**src/rtl/shrm_pkg.sv**
```systemverilog
// Shared types and constants for the rotating shift-add string hash block.
package shrm_pkg;

   localparam int unsigned CharWidth  = 8;
   localparam int unsigned CharKeep   = 6;
   localparam int unsigned AccWidth   = 32;
   localparam int unsigned SizeWidth  = 31;
   localparam int unsigned RotAmount  = 5;
   localparam int unsigned DivSteps   = AccWidth;
   localparam int unsigned CountWidth = $clog2(DivSteps);

   localparam logic [CountWidth-1:0] LastStep = CountWidth'(DivSteps - 1);
   localparam logic [SizeWidth-1:0]  SizeReset = SizeWidth'(1);

   typedef enum logic [1:0] {
      ST_IDLE,
      ST_DIVIDE,
      ST_PUBLISH
   } state_type;

   typedef struct packed {
      logic acc_update;
      logic div_start;
      logic div_step;
      logic out_load;
   } cmd_type;

   typedef struct packed {
      logic char_zero;
   } status_type;

endpackage

```
**src/rtl/shrm_ctrl.sv**
```systemverilog
// Controller: handshakes, divide step count and the output valid flag.
module shrm_ctrl (
   input  logic               clock,
   input  logic               reset,
   input  logic               req_valid,
   output logic               req_ready,
   output logic               rsp_valid,
   input  logic               rsp_ready,
   input  shrm_pkg::status_type status,
   output shrm_pkg::cmd_type  cmd
);

   shrm_pkg::state_type              state_ff, state_in;
   logic [shrm_pkg::CountWidth-1:0]  count_ff, count_in;
   logic                             rsp_valid_ff, rsp_valid_in;

   always_ff @(posedge clock) begin
      if (reset) begin
         state_ff     <= shrm_pkg::ST_IDLE;
         count_ff     <= '0;
         rsp_valid_ff <= 1'b0;
      end else begin
         state_ff     <= state_in;
         count_ff     <= count_in;
         rsp_valid_ff <= rsp_valid_in;
      end
   end

   always_comb begin
      state_in       = state_ff;
      count_in       = count_ff;
      rsp_valid_in   = rsp_valid_ff;
      req_ready      = 1'b0;
      cmd            = '0;

      // drop the output item once taken; a new load below sets it again
      if (rsp_valid_ff && rsp_ready) begin
         rsp_valid_in = 1'b0;
      end

      case (state_ff)
         shrm_pkg::ST_IDLE: begin
            req_ready = 1'b1;
            if (req_valid) begin
               if (status.char_zero) begin
                  cmd.div_start = 1'b1;
                  count_in      = '0;
                  state_in      = shrm_pkg::ST_DIVIDE;
               end else begin
                  cmd.acc_update = 1'b1;
               end
            end
         end
         shrm_pkg::ST_DIVIDE: begin
            cmd.div_step = 1'b1;
            count_in     = count_ff + 1'b1;
            if (count_ff == shrm_pkg::LastStep) begin
               state_in = shrm_pkg::ST_PUBLISH;
            end
         end
         shrm_pkg::ST_PUBLISH: begin
            // hold the remainder until the output register is free
            if (!rsp_valid_ff || rsp_ready) begin
               cmd.out_load = 1'b1;
               rsp_valid_in = 1'b1;
               state_in     = shrm_pkg::ST_IDLE;
            end
         end
         default: begin
            state_in = shrm_pkg::ST_IDLE;
         end
      endcase
   end

   assign rsp_valid = rsp_valid_ff;

endmodule

```
**src/rtl/shrm_dp.sv**
```systemverilog
// Datapath: hash accumulator, table size register, radix-2 remainder unit.
module shrm_dp (
   input  logic                              clock,
   input  logic                              reset,
   input  logic [shrm_pkg::CharWidth-1:0]    req_char_byte,
   input  logic                              csr_write,
   input  logic [shrm_pkg::SizeWidth-1:0]    csr_table_size,
   input  shrm_pkg::cmd_type                 cmd,
   output shrm_pkg::status_type              status,
   output logic [shrm_pkg::SizeWidth-1:0]    rsp_bucket_index
);

   localparam int unsigned AW = shrm_pkg::AccWidth;
   localparam int unsigned SW = shrm_pkg::SizeWidth;
   localparam int unsigned RA = shrm_pkg::RotAmount;
   localparam int unsigned CK = shrm_pkg::CharKeep;

   logic [AW-1:0] acc_ff, acc_in;
   logic [SW-1:0] size_ff, size_in;
   logic [AW-1:0] dvd_ff, dvd_in;
   logic [SW-1:0] rem_ff, rem_in;
   logic [SW-1:0] bucket_ff, bucket_in;

   logic [AW-1:0] acc_sum;
   logic [AW-1:0] acc_rot;
   logic [SW:0]   rem_shift;
   logic [SW:0]   rem_diff;

   always_ff @(posedge clock) begin
      if (reset) begin
         acc_ff  <= '0;
         size_ff <= shrm_pkg::SizeReset;
      end else begin
         acc_ff  <= acc_in;
         size_ff <= size_in;
      end
   end

   always_ff @(posedge clock) begin
      dvd_ff    <= dvd_in;
      rem_ff    <= rem_in;
      bucket_ff <= bucket_in;
   end

   assign acc_sum   = acc_ff + {{(AW-CK){1'b0}}, req_char_byte[CK-1:0]};
   assign acc_rot   = {acc_sum[AW-RA-1:0], acc_sum[AW-1:AW-RA]};
   assign rem_shift = {rem_ff, dvd_ff[AW-1]};
   assign rem_diff  = rem_shift - {1'b0, size_ff};

   always_comb begin
      acc_in    = acc_ff;
      size_in   = size_ff;
      dvd_in    = dvd_ff;
      rem_in    = rem_ff;
      bucket_in = bucket_ff;

      // a zero size is stored as one so the divisor never vanishes
      if (csr_write) begin
         size_in = (csr_table_size == '0) ? shrm_pkg::SizeReset : csr_table_size;
      end

      if (cmd.acc_update) begin
         acc_in = acc_rot;
      end

      if (cmd.div_start) begin
         dvd_in = acc_ff;
         rem_in = '0;
         acc_in = '0;
      end

      // restoring step: one dividend bit per cycle, MSB first
      if (cmd.div_step) begin
         dvd_in = {dvd_ff[AW-2:0], 1'b0};
         if (rem_shift >= {1'b0, size_ff}) begin
            rem_in = rem_diff[SW-1:0];
         end else begin
            rem_in = rem_shift[SW-1:0];
         end
      end

      if (cmd.out_load) begin
         bucket_in = rem_ff;
      end
   end

   assign status.char_zero = (req_char_byte == '0);
   assign rsp_bucket_index = bucket_ff;

endmodule

```
**src/rtl/string_hash_rotate_mod.sv**
```systemverilog
// A nonzero character is folded into the accumulator; req_ready stays high for it.
// A zero byte starts a restoring remainder unit (one dividend bit per cycle);
// the item shows on rsp_* once the division ends and the output register is free.
// Characters are taken one per cycle while idle; a terminator blocks input until its
// item is loaded into the output register. Reset is synchronous, active high: clears
// the accumulator, sets table size to 1 and drops rsp_valid.
module string_hash_rotate_mod (
   input  logic                            clock,
   input  logic                            reset,
   input  logic                            req_valid,
   output logic                            req_ready,
   input  logic [shrm_pkg::CharWidth-1:0]  req_char_byte,
   output logic                            rsp_valid,
   input  logic                            rsp_ready,
   output logic [shrm_pkg::SizeWidth-1:0]  rsp_bucket_index,
   input  logic                            csr_valid,
   output logic                            csr_ready,
   input  logic [shrm_pkg::SizeWidth-1:0]  csr_table_size
);

   shrm_pkg::cmd_type    cmd;
   shrm_pkg::status_type status;

   assign csr_ready = 1'b1;

   shrm_ctrl u_ctrl (
      .clock     (clock),
      .reset     (reset),
      .req_valid (req_valid),
      .req_ready (req_ready),
      .rsp_valid (rsp_valid),
      .rsp_ready (rsp_ready),
      .status    (status),
      .cmd       (cmd)
   );

   shrm_dp u_dp (
      .clock            (clock),
      .reset            (reset),
      .req_char_byte    (req_char_byte),
      .csr_write        (csr_valid),
      .csr_table_size   (csr_table_size),
      .cmd              (cmd),
      .status           (status),
      .rsp_bucket_index (rsp_bucket_index)
   );

endmodule

```
**config.mk**
```make
export PLATFORM = sky130hd
export DESIGN_NAME = string_hash_rotate_mod
export DESIGN_NICKNAME = d
export VERILOG_FILES = /design/src/rtl/shrm_pkg.sv /design/src/rtl/shrm_ctrl.sv /design/src/rtl/shrm_dp.sv /design/src/rtl/string_hash_rotate_mod.sv
export SDC_FILE = /design/constraint.sdc
export NUM_CORES = 1
export LEC_CHECK = 0
export ABC_AREA = 1
export BUFFER_PORTS_ARGS = -buffer_cell sky130_fd_sc_hd__buf_2
export CAP_MARGIN = 10
export CORE_MARGIN = 2
export CORE_UTILIZATION = 30
export CTS_CLUSTER_DIAMETER = 30
export DETAILED_ROUTE_END_ITERATION = 10
export HOLD_SLACK_MARGIN = 0.03
export PLACE_DENSITY = 0.54
export SLEW_MARGIN = 20
export SYNTH_ARGS = -nofsm -noshare
export SYNTH_HDL_FRONTEND = slang
export SYNTH_SLANG_ARGS = --single-unit
```
**constraint.sdc**
```tcl
create_clock -name clock -period 3.01 [get_ports clock]
set_input_delay 0.301 -clock clock [delete_from_list [all_inputs] [get_ports clock]]
set_output_delay 0.301 -clock clock [all_outputs]
set_load 0.02 [all_outputs]
```
==> impl_metrics.env <==
export IMPL_initial_core_util_pct=30.3
export IMPL_final_cells=1928
export IMPL_p_seq_share_pct=45.6
export IMPL_worstPathArrival_ns=2.67
export IMPL_clockBufferDepth=2
export IMPL_cts_tree="done"
export IMPL_max_cap_viol_count=0
export IMPL_dieArea_sq_um=35100
export IMPL_fmax_mhz=404
export IMPL_clk_pin_slew_worst_paths_ns=0.07
export IMPL_cp_end_kind="register"
export IMPL_status="completed"
export IMPL_place_congestion=0.917
export IMPL_wire_per_inst_microns=14.7
export IMPL_via_per_inst=4.58
export IMPL_timing_final_crit_share_pct=82.3
export IMPL_wl_mm=28.4
export IMPL_switching_share_pct=29.4
export IMPL_p_leak_nw=5.25
export IMPL_htreeDepth=4
export IMPL_syn2layout_area_growth_pct=14.5
export IMPL_cts_root_buf="clkbuf_16"
export IMPL_p_per_area_nw_per_um2=470
export IMPL_nNetsFinal=1551
export IMPL_overflow=0
export IMPL_holdBufCountCts=0
export IMPL_drt_iter0_markers=522
export IMPL_clkPwrFrac_pct=41.8
export IMPL_vias=8830
export IMPL_power_switching_mw=1.60
export IMPL_cts_made_buffers=17
export IMPL_tightest_slew_ns=0.814
export IMPL_yosysSeqAreaShare_pct=42.0
export IMPL_drc=0
export IMPL_syn_area_per_cell_sq_um=7.23
export IMPL_cts_resized=0
export IMPL_setup_violations=0
export IMPL_final_hold_viol_count=0
export IMPL_irDropWorstVdd_mv=0.393
export IMPL_post_cts_buffers=0
export IMPL_clkSinkCount=165
export IMPL_crit_required_ns=3.20
export IMPL_hold_path_class="in2reg"
export IMPL_die_y_microns=187
export IMPL_grt_max_degree=55
export IMPL_crit_buf_inv=3
export IMPL_path_class="reg2reg"
export IMPL_yosys_register_bits=165
export IMPL_grt_pass1_wl_mm=45.9
export IMPL_fin_worst_skew_ns=0.0133
export IMPL_drive_gt1_share_pct=11.5
export IMPL_syn_cell_area_sq_um=10100
export IMPL_core_area_sq_um=33300
export IMPL_antenna_found_initial=1
export IMPL_ys_types=49
export IMPL_maxSlewHeadroom_pct=45.2
export IMPL_drtAntennaViolNets=0
export IMPL_hpwl_mm=21.9
export IMPL_syn_nets=1479
export IMPL_dr_pass1_iters=7
export IMPL_place_inst=1895
export IMPL_grt_pass1_vias=8708
export IMPL_synthCells=1394
export IMPL_internal_power_mw=3.83
export IMPL_pwr_share_comb_pct=12.6
export IMPL_critPathTopFamily="simple AND/OR/NAND/NOR gates"
export IMPL_cpMostUsedCell="nand2_1"
export IMPL_max_stage_delay_ns=0.41
export IMPL_port_buffers=76
export IMPL_die_width_microns=187
export IMPL_slew_violations=0
export IMPL_crit_slowest_cell="fa_1"
export IMPL_setup_tns_final_ns=0
export IMPL_fp_row_count=67
export IMPL_clock_latency_ns=0.44
export IMPL_crit_chain="inv_1 > ha_1 > fa_1 > inv_1 > nand2_1 > nand2_1 > nand3_1 > nand2_2 > nand2_1 > nand3_2 > nand2_4 > nand2_8 > inv_6 > nor2_1 > nor2_1"
export IMPL_yosys_warnings=0
export IMPL_rsz0062_at_grt="false"
export IMPL_crit_path_start_kind="register"
export IMPL_io_pin_count=78
export IMPL_grt_usage_pct=16.6
export IMPL_fillers=3602
export IMPL_period_minus_slack_ns=2.48
export IMPL_worstPathMaxFanout=31
## flip-flops by register name, summed over array words and instances (netlist names)
signal                 count
u_dp.size_ff              31
u_dp.rem_ff               31
u_dp.rsp_bucket_index     31
u_dp.acc_ff               32
u_ctrl.count_ff            5
u_dp.dvd_ff               32
u_ctrl.rsp_valid           1
u_ctrl.state_ff            2
## metrics by stage
stage | util [%] | hold slack (ns) | power [mW] | cell area [sq um] | setup slack, ns
2_1_floorplan | - | 0.424 | 3.00 | 10100 | 0.0994
3_3_place_gp | 32.9 | 0.434 | 3.21 | 11000 | 0.598
3_5_place_dp | 32.9 | 0.439 | 3.21 | 11000 | 0.528
4_1_cts | 34.7 | 0.115 | 5.47 | 11500 | 0.514
5_1_grt | 34.7 | 0.127 | 5.67 | 11500 | 0.321
6_report | 34.7 | 0.128 | 5.43 | 11500 | 0.533
## worst min-delay path, stage by stage
cell and delay (ns):
buf_2 0.10, inv_1 0.06, a21oi_1 0.06
## power groups by stage
stage / logic, mW / clock network [mW] / registers (mW)
2_1_floorplan: 0.500 / 0 / 2.50
3_3_place_gp: 0.681 / 0 / 2.53
3_5_place_dp: 0.682 / 0 / 2.53
4_1_cts: 0.687 / 2.31 / 2.48
5_1_grt: 0.782 / 2.40 / 2.48
6_report: 0.684 / 2.27 / 2.48
## worst paths after layout
kind / from / endpoint / slack, ns / depth (start not counted)
min: csr_table_size[3] / u_dp.size_ff[3] / 0.13 / 3
min reg2reg: u_dp.dvd_ff[0] / u_dp.dvd_ff[0] / 0.45 / 2
max reg2reg: u_dp.dvd_ff[31] / u_dp.rem_ff[17] / 0.53 / 15
max: u_dp.dvd_ff[31] / u_dp.rem_ff[17] / 0.53 / 15
## routing by layer
metal	vias up	GRT usage, %	part of all wire [%]
li1	4589	-	-
met1	4029	20.2	44
met2	167	29.2	49
met3	45	3.41	3.9
met4	0	5.56	2.6
met5	-	0	0
## cells in the mapped netlist, drive strengths merged
master	instances	area [sq um]
a31oi	3	18.8
o21bai	4	30.0
a22o	1	8.76
buf	13	101
clkinv	3	11.3
ha	39	488
conb	1	3.75
o211ai	2	15.0
xnor2	5	43.8
or2	8	50.1
nand3	69	350
edfxtp	93	2790
xor2	15	131
a211oi	6	45.0
o21ai	106	538
nand4	19	119
nor3	19	111
nor2	151	617
and2	3	21.3
fa	2	40.0
and3	2	12.5
nor4	3	18.8
nor3b	2	20.0
nand2	373	1440
a21oi	88	452
clkbuf	22	82.6
nand3b	15	113
inv	255	962
dfxtp	72	1440
## cells by family after synthesis
logic type                 count (synthesis)  share of synthesized area (%)
and+or+nand+nor                          664                           28.5
xor gates and xnor gates                  20                           1.74
adders and majority gates                 41                           5.24
AOI/OAI and AO/OA                        210                           11.0
other                                      1                         0.0372
buffers and inverters                    293                           11.5
DFF                                      165                           42.0
## cell usage in the layout (no fill, tap or decap), drive strengths merged, types with 2 or more instances in the layout
cell	count
o211ai	2
a31oi	3
inv	264
nand4	19
nor2	151
o21bai	4
ha	39
nor3b	2
buf	88
edfxtp	93
nor3	19
nand2	373
a21oi	88
xor2	15
dfxtp	72
clkbuf	17
o21ai	106
and2	3
clkinv	7
xnor2	5
and3	2
fa	2
or2	8
nand3	69
a211oi	6
nand3b	15
nor4	3
## layout make-up
cell class	count	area [sq um]	share of cell area, %
inverter	258	973	8.43
antenna	1	2.50	0.0217
sequential	165	4230	36.7
clock inverter	15	163	1.41
clock buffer	17	425	3.68
multi-input combinational	936	4710	40.8
timing repair buffer	88	483	4.18
tap	448	561	4.85
(Power assumes the default switching activity.)
